===== src/sv/rmf_pkg.sv =====
// ----------------------------------------------------------------------------
// rmf_pkg: shared types and constants of the rgb 3x3 median filter
// Pixel layout, channel widths, register codes and the control struct that
// travels from the window stage to the output stage.
// ----------------------------------------------------------------------------
`default_nettype none

package rmf_pkg;

   // channel and pixel widths, red in the lowest byte
   localparam int CHAN_W     = 8;
   localparam int NUM_LANES  = 3;
   localparam int PIX_W      = CHAN_W * NUM_LANES;
   localparam int WIN_SIZE   = 9;

   // frame geometry
   localparam int ROW_W      = 12;
   localparam int HEIGHT_W   = 13;
   localparam int MIN_DIM    = 3;
   localparam int MAX_HEIGHT = 4096;

   // configuration port
   localparam int CFG_WIDTH_W        = 11;
   localparam int CFG_HEIGHT_W       = 13;
   localparam int CSR_INDEX_W        = 1;
   localparam int CSR_DATA_W         = 13;
   localparam int RESET_IMAGE_WIDTH  = 1024;
   localparam int RESET_IMAGE_HEIGHT = 768;

   // register stages inside one median lane
   localparam int LANE_LAT = 3;

   typedef enum logic [CSR_INDEX_W-1:0] {
      REG_IMAGE_WIDTH  = 1'b0,
      REG_IMAGE_HEIGHT = 1'b1
   } csr_reg_type;

   typedef logic [CHAN_W-1:0] chan_type;
   typedef logic [PIX_W-1:0]  pixel_type;

   // one channel of the 3x3 window, row-major, newest column at the right
   typedef logic [WIN_SIZE-1:0][CHAN_W-1:0] window_chan_type;

   // what the output stage needs to know about one result
   typedef struct packed {
      logic      valid;
      logic      interior;
      logic      last;
      pixel_type raw;
   } emit_ctrl_type;

endpackage

`default_nettype wire


===== src/sv/rmf_merge.sv =====
// ----------------------------------------------------------------------------
// rmf_merge: lane merge and output buffer
// Picks the lane medians for interior pixels or the original pixel on the
// border, and holds results in an output register backed by a skid stage.
// ----------------------------------------------------------------------------
`default_nettype none

module rmf_merge (
   input  wire logic                   clock,
   input  wire logic                   reset,
   input  wire rmf_pkg::emit_ctrl_type ctrl_i,
   input  wire rmf_pkg::pixel_type     med_i,
   output      logic                   ready_o,
   output      logic                   rsp_tvalid,
   input  wire logic                   rsp_tready,
   output      rmf_pkg::pixel_type     rsp_tdata,
   output      logic                   rsp_tlast
);

   rmf_pkg::pixel_type data;
   logic               push;

   logic               out_valid_in, out_valid_ff;
   rmf_pkg::pixel_type out_data_in, out_data_ff;
   logic               out_last_in, out_last_ff;
   logic               skid_valid_in, skid_valid_ff;
   rmf_pkg::pixel_type skid_data_in, skid_data_ff;
   logic               skid_last_in, skid_last_ff;

   // merge lanes, border pixels keep their original value
   assign data    = ctrl_i.interior ? med_i : ctrl_i.raw;
   assign ready_o = !skid_valid_ff;
   assign push    = ctrl_i.valid && !skid_valid_ff;

   // output register with skid stage
   always_comb begin
      out_valid_in  = out_valid_ff;
      out_data_in   = out_data_ff;
      out_last_in   = out_last_ff;
      skid_valid_in = skid_valid_ff;
      skid_data_in  = skid_data_ff;
      skid_last_in  = skid_last_ff;
      if (!out_valid_ff || rsp_tready) begin
         if (skid_valid_ff) begin
            out_valid_in  = 1'b1;
            out_data_in   = skid_data_ff;
            out_last_in   = skid_last_ff;
            skid_valid_in = 1'b0;
         end else begin
            out_valid_in = push;
            out_data_in  = data;
            out_last_in  = ctrl_i.last;
         end
      end else if (push) begin
         skid_valid_in = 1'b1;
         skid_data_in  = data;
         skid_last_in  = ctrl_i.last;
      end
   end

   always_ff @(posedge clock) begin
      if (reset) begin
         out_valid_ff  <= 1'b0;
         skid_valid_ff <= 1'b0;
      end else begin
         out_valid_ff  <= out_valid_in;
         skid_valid_ff <= skid_valid_in;
      end
      out_data_ff  <= out_data_in;
      out_last_ff  <= out_last_in;
      skid_data_ff <= skid_data_in;
      skid_last_ff <= skid_last_in;
   end

   assign rsp_tvalid = out_valid_ff;
   assign rsp_tdata  = out_data_ff;
   assign rsp_tlast  = out_last_ff;

endmodule

`default_nettype wire


===== config.mk =====
export PLATFORM = sky130hd
export DESIGN_NAME = rmf_merge
export DESIGN_NICKNAME = d
export VERILOG_FILES = /design/src/sv/rmf_pkg.sv /design/src/sv/rmf_merge.sv
export SDC_FILE = /design/constraint.sdc
export NUM_CORES = 1
export LEC_CHECK = 0
export ABC_AREA = 0
export BUFFER_PORTS_ARGS = -buffer_cell sky130_fd_sc_hd__buf_2
export CORE_ASPECT_RATIO = 0.7
export CORE_MARGIN = 1.5
export CORE_UTILIZATION = 49
export CTS_BUF_LIST = sky130_fd_sc_hd__clkbuf_8 sky130_fd_sc_hd__clkbuf_16
export DETAILED_ROUTE_END_ITERATION = 6
export GPL_ROUTABILITY_DRIVEN = 0
export HOLD_SLACK_MARGIN = 0.08
export PLACE_DENSITY = 0.78
export SYNTH_ARGS = -nofsm -noshare
export SYNTH_HDL_FRONTEND = slang
export SYNTH_SLANG_ARGS = --single-unit

===== constraint.sdc =====
create_clock -name clock -period 4.06 [get_ports clock]
set_input_delay 0.203 -clock clock [delete_from_list [all_inputs] [get_ports clock]]
set_output_delay 0.203 -clock clock [all_outputs]
set_load 0.05 [all_outputs]

==> results.tsv <==
metric	value	unit
outcome	complete, but fails checks	
failing checks	design-rule violations	
final core utilization	64.30	%
Synth Register Bits	52	
# DRC	1	
max-capacitance violation count	0	
Avg WL per Cell	14.90	µm
Compound-Gate Fraction of Synth Area	0.2142	%
hold buffer count at CTS	1	
most common library cells after synthesis	edfxtp_1, mux2_4, mux2_2	
Die W	85.53	µm
H-Tree Depth	2	
initial core utilization	52.44	%
Max Clock Freq	566.5	MHz
DR pass1 iterations	6	
largest net degree at the start of global routing	28	
Seq/Total Area, Yosys	65.99	%
Buffers on Ports	80	
RSZ-0062 raised after global routing	no	
r2r worst-path depth	3	
library cells used by synthesis	13	
Core Area	4454	µm²
# diodes	0	
slowest CP cell	inv_2	
CP required	3.86	ns
CTS sink cnt	52	
leakage	1.284	nW
Tightest Hold Check Type	input port to flip-flop	
cts bufs inserted	5	
area delta synth->final	22.60	%
fraction of registers with async set/reset	0	%
count of final hold-check violations	0	
Crit. Startpoint	skid_valid_ff	
Root Buffer	clkbuf_8	
global-route wire length before repair	5644	µm
XOR/XNOR share of the synthesized area	0	%
post-synth top area cell	edfxtp_1	
Synth Flop Type	edfxtp_1	
DRT antenna net count	0	
mux contribution to synthesized area	30.05	%
CTS tree	built	
crit start category	flip-flop	
Final TNS setup	0	ns
routed via count	1234	
full die area	5197	µm²
layout cell share with drive strength beyond 1	69.35	%
Total GRT Usage	14.82	%
Slew Viols, Final	0	
Clock Skew	0.007101	ns
later-pin clock latency in the skew report	0.30	ns
crit end category	primary output	
hpwl dp	2699	µm
IO Count	81	
post-CTS setup buffer count	0	
vias in the first global route	1239	
total gr overflow	0	
Adder-Cell Fraction of Synth Area	0	%
Nets	252	
DRT iter0 DRCs	61	
Worst Max-Slew Pin Slew	0.7927	ns
Filler cells	346	
vias per inst	4.858	
VDD IR max	0.0001993	V
Reg-to-Reg Start	rsp_tvalid	
Min Hold Slack	0.2086	ns
Total Power	1.137	mW
Ys Warns	0	
CP cell instances	inv_2 -> buf_2	
Final Setup Violations	0	
post-synth top area share	64.27	%
Setup CP Type	flip-flop to primary output	
P per Cell Area	397.0	nW/µm²
synthesized instance count	112	
worst-path maximum fanout	25	
Tcrit/Tclk final	43.48	%
# rows	20	
number of enable flip-flop cells after synthesis	50	
CTS Buffer Depth	2	
Post-Synth Simple-Gate Area	0.9641	%
Avg Inst Size Synth	20.86	µm²
syn_nets	166	
largest family of logic cells by synthesized area	multiplexers	
design area	2864	µm²
most common cell in the netlist	edfxtp_1	
Chip Height	60.77	µm
relative slew slack	46.92	%
Max stage delay on crit path	0.52	ns
post-layout min period	1.765	ns
Area after DPL	2764	µm²
worst hold start	ctrl_i[26]	
top cells by area, synth	edfxtp_1, mux2_4, mux2_2, buf_12, dfxtp_1	
cts repair resizes	0	
Netlist Area Pre-Place	2336	µm²
initial antenna violation count	0	
CTS clk-pin slew, worst paths	0.08	ns
drt total wl	3785	µm
crit path DAT	1.56	ns
Hold Crit Depth	3	
==> where the power goes <==
group          switching (mW)  internal (mW)  leakage, nW
clock network           0.159          0.115       0.0482
registers             0.00767          0.627        0.503
logic                   0.139         0.0900        0.733
==> per-stage QoR <==
stage / instances / worst slack (ns)
final: 254 / 2.295
after global routing: 254 / 2.188
after CTS: 253 / 2.256
after detailed placement: 244 / 2.183
after global placement: 244 / 2.230
after floorplan: 112 / 0.2960
==> final timing paths <==
path,endpoint,slack (ns)
worst max-delay path,ready_o,2.29
worst min-delay path,skid_valid_ff,0.21
worst max register to register,skid_data_ff[21],2.30
worst min register to register,rsp_tdata[6],0.55
==> kinds of logic (layout without fill, tap and decap cells) <==
| family | count (synthesis) | after routing |
|---|---|---|
| AO/OA/AOI/OAI | 1 | 1 |
| buffers and inverters | 6 | 93 |
| flip-flops | 52 | 52 |
| multiplexers | 49 | 49 |
| AND/OR/NAND/NOR | 4 | 4 |
==> area by class of cell <==
cell class / instances / area [µm²] / share of cell area (%)
well taps: 55 / 68.82 / 2.403
flip-flops and latches: 52 / 1541 / 53.82
inverters: 1 / 3.754 / 0.1311
repair buffers: 84 / 435.4 / 15.20
clock buffers: 5 / 68.82 / 2.403
multi-input cells: 54 / 734.5 / 25.64
clock inverters: 3 / 11.26 / 0.3932
==> cell usage in the layout (no fill, tap or decap) <==
cell / instances
mux2_4: 40
a21oi_1: 1
edfxtp_1: 50
dfxtp_1: 2
inv_1: 2
nor3_1: 1
nor2_1: 1
inv_2: 1
nor3b_2: 1
buf_4: 2
mux2_2: 9
dlygate4sd3_1: 2
nand2b_1: 1
buf_2: 80
clkinv_1: 1
clkbuf_8: 5
==> critical path: cells and delay by family, from the launching register on <==
family / cells / cell delay (ns)
flip-flops: 1 / 0.36
buffers and inverters: 2 / 0.91
==> flip-flops by register name (all words and copies together), names as in the netlist <==
| name | flops |
|---|---|
| rsp_tdata | 24 |
| rsp_tlast | 1 |
| rsp_tvalid | 1 |
| skid_data_ff | 24 |
| skid_last_ff | 1 |
| skid_valid_ff | 1 |
==> per-layer routing <==
metal  vias up  global-route usage (%)  part of all wire, %
met5         -                       0                    0
met4         0                   6.682                 0.40
li1        603                       -                    -
met1       589                   16.80                   43
met3         2                   4.898                  5.9
met2        40                   26.32                   51
(Power assumes the default switching activity.)
