$ cat config.mk
export PLATFORM = sky130hd
export DESIGN_NAME = rmf_median_lane
export DESIGN_NICKNAME = d
export VERILOG_FILES = /design/src/sv/rmf_pkg.sv /design/src/sv/rmf_median_lane.sv
export SDC_FILE = /design/constraint.sdc
export NUM_CORES = 1
export LEC_CHECK = 0
export ABC_AREA = 1
export BUFFER_PORTS_ARGS = -buffer_cell sky130_fd_sc_hd__buf_2
export CAP_MARGIN = 40
export CORE_MARGIN = 2
export CORE_UTILIZATION = 30
export CTS_CLUSTER_DIAMETER = 50
export CTS_CLUSTER_SIZE = 40
export DETAILED_ROUTE_END_ITERATION = 8
export MAX_ROUTING_LAYER = met4
export PLACE_DENSITY_LB_ADDON = 0.1
export SYNTH_ARGS = -nofsm -noshare
export SYNTH_HDL_FRONTEND = slang
export SYNTH_SLANG_ARGS = --single-unit
$ cat constraint.sdc
create_clock -name clock -period 6.9 [get_ports clock]
set_input_delay 1.38 -clock clock [delete_from_list [all_inputs] [get_ports clock]]
set_output_delay 1.38 -clock clock [all_outputs]
set_load 0.03 [all_outputs]
$ cat src/sv/rmf_pkg.sv
// ----------------------------------------------------------------------------
// rmf_pkg: shared types and constants of the rgb 3x3 median filter
// Pixel layout, channel widths, register codes and the control struct that
// travels from the window stage to the output stage.
// ----------------------------------------------------------------------------
`default_nettype none

package rmf_pkg;

   // channel and pixel widths, red in the lowest byte
   localparam int CHAN_W     = 8;
   localparam int NUM_LANES  = 3;
   localparam int PIX_W      = CHAN_W * NUM_LANES;
   localparam int WIN_SIZE   = 9;

   // frame geometry
   localparam int ROW_W      = 12;
   localparam int HEIGHT_W   = 13;
   localparam int MIN_DIM    = 3;
   localparam int MAX_HEIGHT = 4096;

   // configuration port
   localparam int CFG_WIDTH_W        = 11;
   localparam int CFG_HEIGHT_W       = 13;
   localparam int CSR_INDEX_W        = 1;
   localparam int CSR_DATA_W         = 13;
   localparam int RESET_IMAGE_WIDTH  = 1024;
   localparam int RESET_IMAGE_HEIGHT = 768;

   // register stages inside one median lane
   localparam int LANE_LAT = 3;

   typedef enum logic [CSR_INDEX_W-1:0] {
      REG_IMAGE_WIDTH  = 1'b0,
      REG_IMAGE_HEIGHT = 1'b1
   } csr_reg_type;

   typedef logic [CHAN_W-1:0] chan_type;
   typedef logic [PIX_W-1:0]  pixel_type;

   // one channel of the 3x3 window, row-major, newest column at the right
   typedef logic [WIN_SIZE-1:0][CHAN_W-1:0] window_chan_type;

   // what the output stage needs to know about one result
   typedef struct packed {
      logic      valid;
      logic      interior;
      logic      last;
      pixel_type raw;
   } emit_ctrl_type;

endpackage

`default_nettype wire

$ cat src/sv/rmf_median_lane.sv
// ----------------------------------------------------------------------------
// rmf_median_lane: pipelined median of nine 8-bit values
// Sorts each window row, then takes max of lows, median of middles and min
// of highs, and the median of those three. Three register stages.
// ----------------------------------------------------------------------------
`default_nettype none

module rmf_median_lane (
   input  wire logic                     clock,
   input  wire logic                     enable,
   input  wire rmf_pkg::window_chan_type win_i,
   output      rmf_pkg::chan_type        med_o
);

   function automatic rmf_pkg::chan_type min2(input rmf_pkg::chan_type a,
                                              input rmf_pkg::chan_type b);
      return (a < b) ? a : b;
   endfunction

   function automatic rmf_pkg::chan_type max2(input rmf_pkg::chan_type a,
                                              input rmf_pkg::chan_type b);
      return (a < b) ? b : a;
   endfunction

   function automatic rmf_pkg::chan_type med3(input rmf_pkg::chan_type a,
                                              input rmf_pkg::chan_type b,
                                              input rmf_pkg::chan_type c);
      return max2(min2(a, b), min2(max2(a, b), c));
   endfunction

   logic [2:0][rmf_pkg::CHAN_W-1:0] lo_in, lo_ff;
   logic [2:0][rmf_pkg::CHAN_W-1:0] mid_in, mid_ff;
   logic [2:0][rmf_pkg::CHAN_W-1:0] hi_in, hi_ff;
   rmf_pkg::chan_type               mx_in, mx_ff;
   rmf_pkg::chan_type               md_in, md_ff;
   rmf_pkg::chan_type               mn_in, mn_ff;
   rmf_pkg::chan_type               med_in, med_ff;

   // stage a: sort each row of the window
   always_comb begin
      for (int r = 0; r < 3; r++) begin
         lo_in[r]  = min2(min2(win_i[3*r], win_i[3*r+1]), win_i[3*r+2]);
         mid_in[r] = med3(win_i[3*r], win_i[3*r+1], win_i[3*r+2]);
         hi_in[r]  = max2(max2(win_i[3*r], win_i[3*r+1]), win_i[3*r+2]);
      end
   end

   // stage b: max of lows, median of middles, min of highs
   always_comb begin
      mx_in = max2(max2(lo_ff[0], lo_ff[1]), lo_ff[2]);
      md_in = med3(mid_ff[0], mid_ff[1], mid_ff[2]);
      mn_in = min2(min2(hi_ff[0], hi_ff[1]), hi_ff[2]);
   end

   // stage c: final median
   assign med_in = med3(mx_ff, md_ff, mn_ff);

   always_ff @(posedge clock) begin
      if (enable) begin
         lo_ff  <= lo_in;
         mid_ff <= mid_in;
         hi_ff  <= hi_in;
         mx_ff  <= mx_in;
         md_ff  <= md_in;
         mn_ff  <= mn_in;
         med_ff <= med_in;
      end
   end

   assign med_o = med_ff;

endmodule

`default_nettype wire

==> reports/metrics.csv <==
stage,metric,value,unit
worst_setup_path,"Data required, critical path",7.01,ns
routing,drt via density,4.54,
clock_tree,clock slew at reported path FFs,0.07,ns
yosys,number of synthesized flops with an enable pin,104,
worst_setup_path,CP Max Fanout,31,
worst_setup_path,Startpoint Class,input port,
yosys,number of distinct library cells after synthesis,23,
clock_tree,root buf cell,clkbuf_16,
clock_tree,post-CTS setup buffers,0,
yosys,Commonest cells post-synth,"nand2_1 (364), inv_1 (208), ha_1 (154)",
floorplan,Core Area,32500,sq um
floorplan,row count,66,
sta,period utilization,0.849,
yosys,syn_area_per_cell,7.39,sq um
hold_path,Hold/Removal Path Class,reg -> reg,
clock_tree,H-tree levels,3,
power,Seq pwr share,0.222,
routing,via count,8412,
yosys,share of the synthesized area in the top cell type,0.315,
worst_setup_path,Setup crit start,win_i[15],
power,internal power,2.60,mW
finish,Nets,1634,
job,max-cap violations,0,
sta,Hold Slack,0.572,ns
yosys,ys async rst share,0,
clock_tree,CTS Hold Bufs,0,
sta,final hold violations,0,
power,PD cells,494,nW/um^2
yosys,Synth Net Count,1570,
outcome,status,finished clean,
worst_setup_path,Critical Path AT,5.97,ns
floorplan,DIE WIDTH,186,um
yosys,ys flop type,edfxtp_1,
sta,Tightest Pin Transition,0.783,ns
hold_path,critical hold path startpoint,hi_ff[23],
power,Leak,5.58,nW
clock_tree,Clock Path Buffers,2,
floorplan,Die ar.,34500,sq um
global_routing,initial antenna violation count,1,
clock_tree,post-CTS sizing,0,
routing,DRC Markers,0,
yosys,Synth area leaders,"edfxtp_1 (32%), ha_1 (19%), nand2_1 (14%)",
clock_tree,cts bufs inserted,9,
power,total power,5.43,mW
yosys,Synth Cell Area,9910,sq um
sta,slew margin rel.,0.478,
clock_tree,Skew-Pair Late Insertion Delay,0.35,ns
sta,Max Freq,0.171,GHz
placed_design,Final Wtd Congestion,0.785,
yosys,Ys Warns,0,
clock_tree,clock sinks,104,
routing,Routed Antenna Nets,0,
sta,"Slew Viols, Final",0,
yosys,Yosys reg bits,104,
worst_setup_path,RR Startpoint,mid_ff[15],
finish,Area Growth Syn to Fin,10.9,%
yosys,sequential cell area fraction in the yosys report,0.315,
routing,drt pass-1 iters,5,
global_routing,largest net degree at the start of global routing,61,
finish,fraction of layout cells with a size suffix above 1,0.107,
sta,final count of negative-setup-slack endpoints,0,
sta,RSZ-0062 raised after global routing,false,
global_routing,GRT Util Overall,0.158,
yosys,"count leader, synth",nand2_1,
power,Sw Ratio,0.522,
floorplan,chip height,186,um
worst_setup_path,Crit. End Element,flop,
placed_design,hpwl dp,21400,um
floorplan,Starting Density,0.305,
clock_tree,TritonCTS clock tree,done,
routing,detailed-route wire length,25500,um
worst_setup_path,WS Path Type,in -> reg,
global_routing,first-pass GRT wire length,40900,um
routing,DR WL/cell,13.8,um
floorplan,IO Count,82,
power,worst vdd ir,0.463,mV
routing,drt initial violations,422,
yosys,Post-Synthesis Cells,1342,
placed_design,port bufs,81,
power,combinational power share,0.690,
power,P_sw,2.84,mW
yosys,Synth area leader,edfxtp_1,
sta,TNS Setup,0,ns
global_routing,number of global-route vias before repair,7835,
sta,min cycle time layout,5.86,ns
global_routing,total gr overflow,0,
sta,Clock Skew,0.00726,ns
power,Clock power frac,0.089,
==> cell usage in the layout (no fill, tap or decap), types with 5 or more instances in the layout <==
| cell type | n |
|---|---|
| nand3_1 | 69 |
| a211oi_2 | 5 |
| clkbuf_16 | 9 |
| nor2_1 | 97 |
| and2_1 | 7 |
| a21oi_1 | 113 |
| o21ai_1 | 12 |
| inv_1 | 208 |
| buf_2 | 80 |
| o21ai_2 | 7 |
| nand2_4 | 10 |
| a211oi_1 | 10 |
| edfxtp_1 | 104 |
| ha_1 | 154 |
| o21a_1 | 6 |
| nand2_2 | 26 |
| buf_4 | 5 |
| nand2_1 | 364 |
| nand4_1 | 5 |
| o21ai_0 | 106 |
==> kinds of logic (layout without fill, tap and decap cells) <==
logic type,count (synthesis),count (layout),share of synthesized area
compound gates,266,266,0.149
fa+ha+maj,154,154,0.194
buf+inv,240,308,0.0972
flops,104,104,0.315
other cells,0,1,0
simple gates,578,578,0.245
==> flip-flops by register name (all words and copies together) (netlist names) <==
register	count
mn_ff	8
hi_ff	24
lo_ff	24
mx_ff	8
md_ff	8
mid_ff	24
med_o	8
==> layer usage <==
layer  track usage  share of wire  vias up
li1              -              -     4569
met1         0.215           0.51     3729
met2         0.253           0.46       99
met3        0.0190          0.026       15
met4        0.0315         0.0094        0
met5             -              0        -
==> worst max-delay path: stages <==
cell	delay [ns]
buf_2	0.09
inv_1	0.08
ha_1	0.24
nand2_1	0.07
inv_1	0.03
nor2_1	0.09
o21a_1	0.17
nand2_2	0.28
o21ai_0	0.44
ha_1	0.32
a21oi_1	0.13
nor2_1	0.05
a211oi_1	0.28
nand2_1	0.54
inv_1	0.20
nand2_1	0.06
o21ai_0	0.12
inv_1	0.07
ha_1	0.29
a21oi_1	0.13
nor2_1	0.06
a211oi_2	0.51
nand2_4	0.16
nand2_1	0.09
nand2_1	0.06
==> power groups by stage <==
| stage | clock, mW | combinational (mW) | sequential [mW] |
|---|---|---|---|
| 3_5_place_dp | 0 | 3.80 | 1.22 |
| 3_3_place_gp | 0 | 3.78 | 1.22 |
| 2_1_floorplan | 0 | 2.82 | 1.21 |
| 6_report | 0.483 | 3.75 | 1.20 |
| 5_1_grt | 0.518 | 4.37 | 1.23 |
| 4_1_cts | 0.497 | 3.82 | 1.21 |
==> per-stage QoR <==
step | cells | worst slack [ns] | util | cell area [sq um]
after floorplan | 1342 | 1.68 | - | 9910
after global placement | 1837 | 0.834 | 0.329 | 10700
after detailed placement | 1837 | 0.744 | 0.329 | 10700
after CTS | 1852 | 1.09 | 0.338 | 11000
after global routing | 1853 | 0.430 | 0.338 | 11000
final | 1853 | 1.04 | 0.338 | 11000
==> final cells by class <==
| class | count | area [sq um] |
|---|---|---|
| fill | 3537 | 21500 |
| multi-input combinational | 998 | 5830 |
| sequential | 104 | 3120 |
| inverter | 208 | 781 |
| tap | 442 | 553 |
| timing repair buffer | 85 | 438 |
| clock buffer | 10 | 229 |
| clock inverter | 5 | 43.8 |
| antenna | 1 | 2.50 |
==> path summary, 6_finish.rpt <==
kind | end | slack [ns] | cells after the start
min reg2reg | mn_ff[7] | 0.57 | 2
max | mid_ff[7] | 1.04 | 25
max reg2reg | md_ff[4] | 1.94 | 22
min | mn_ff[7] | 0.57 | 2
Power figures use the tool's default switching activity.
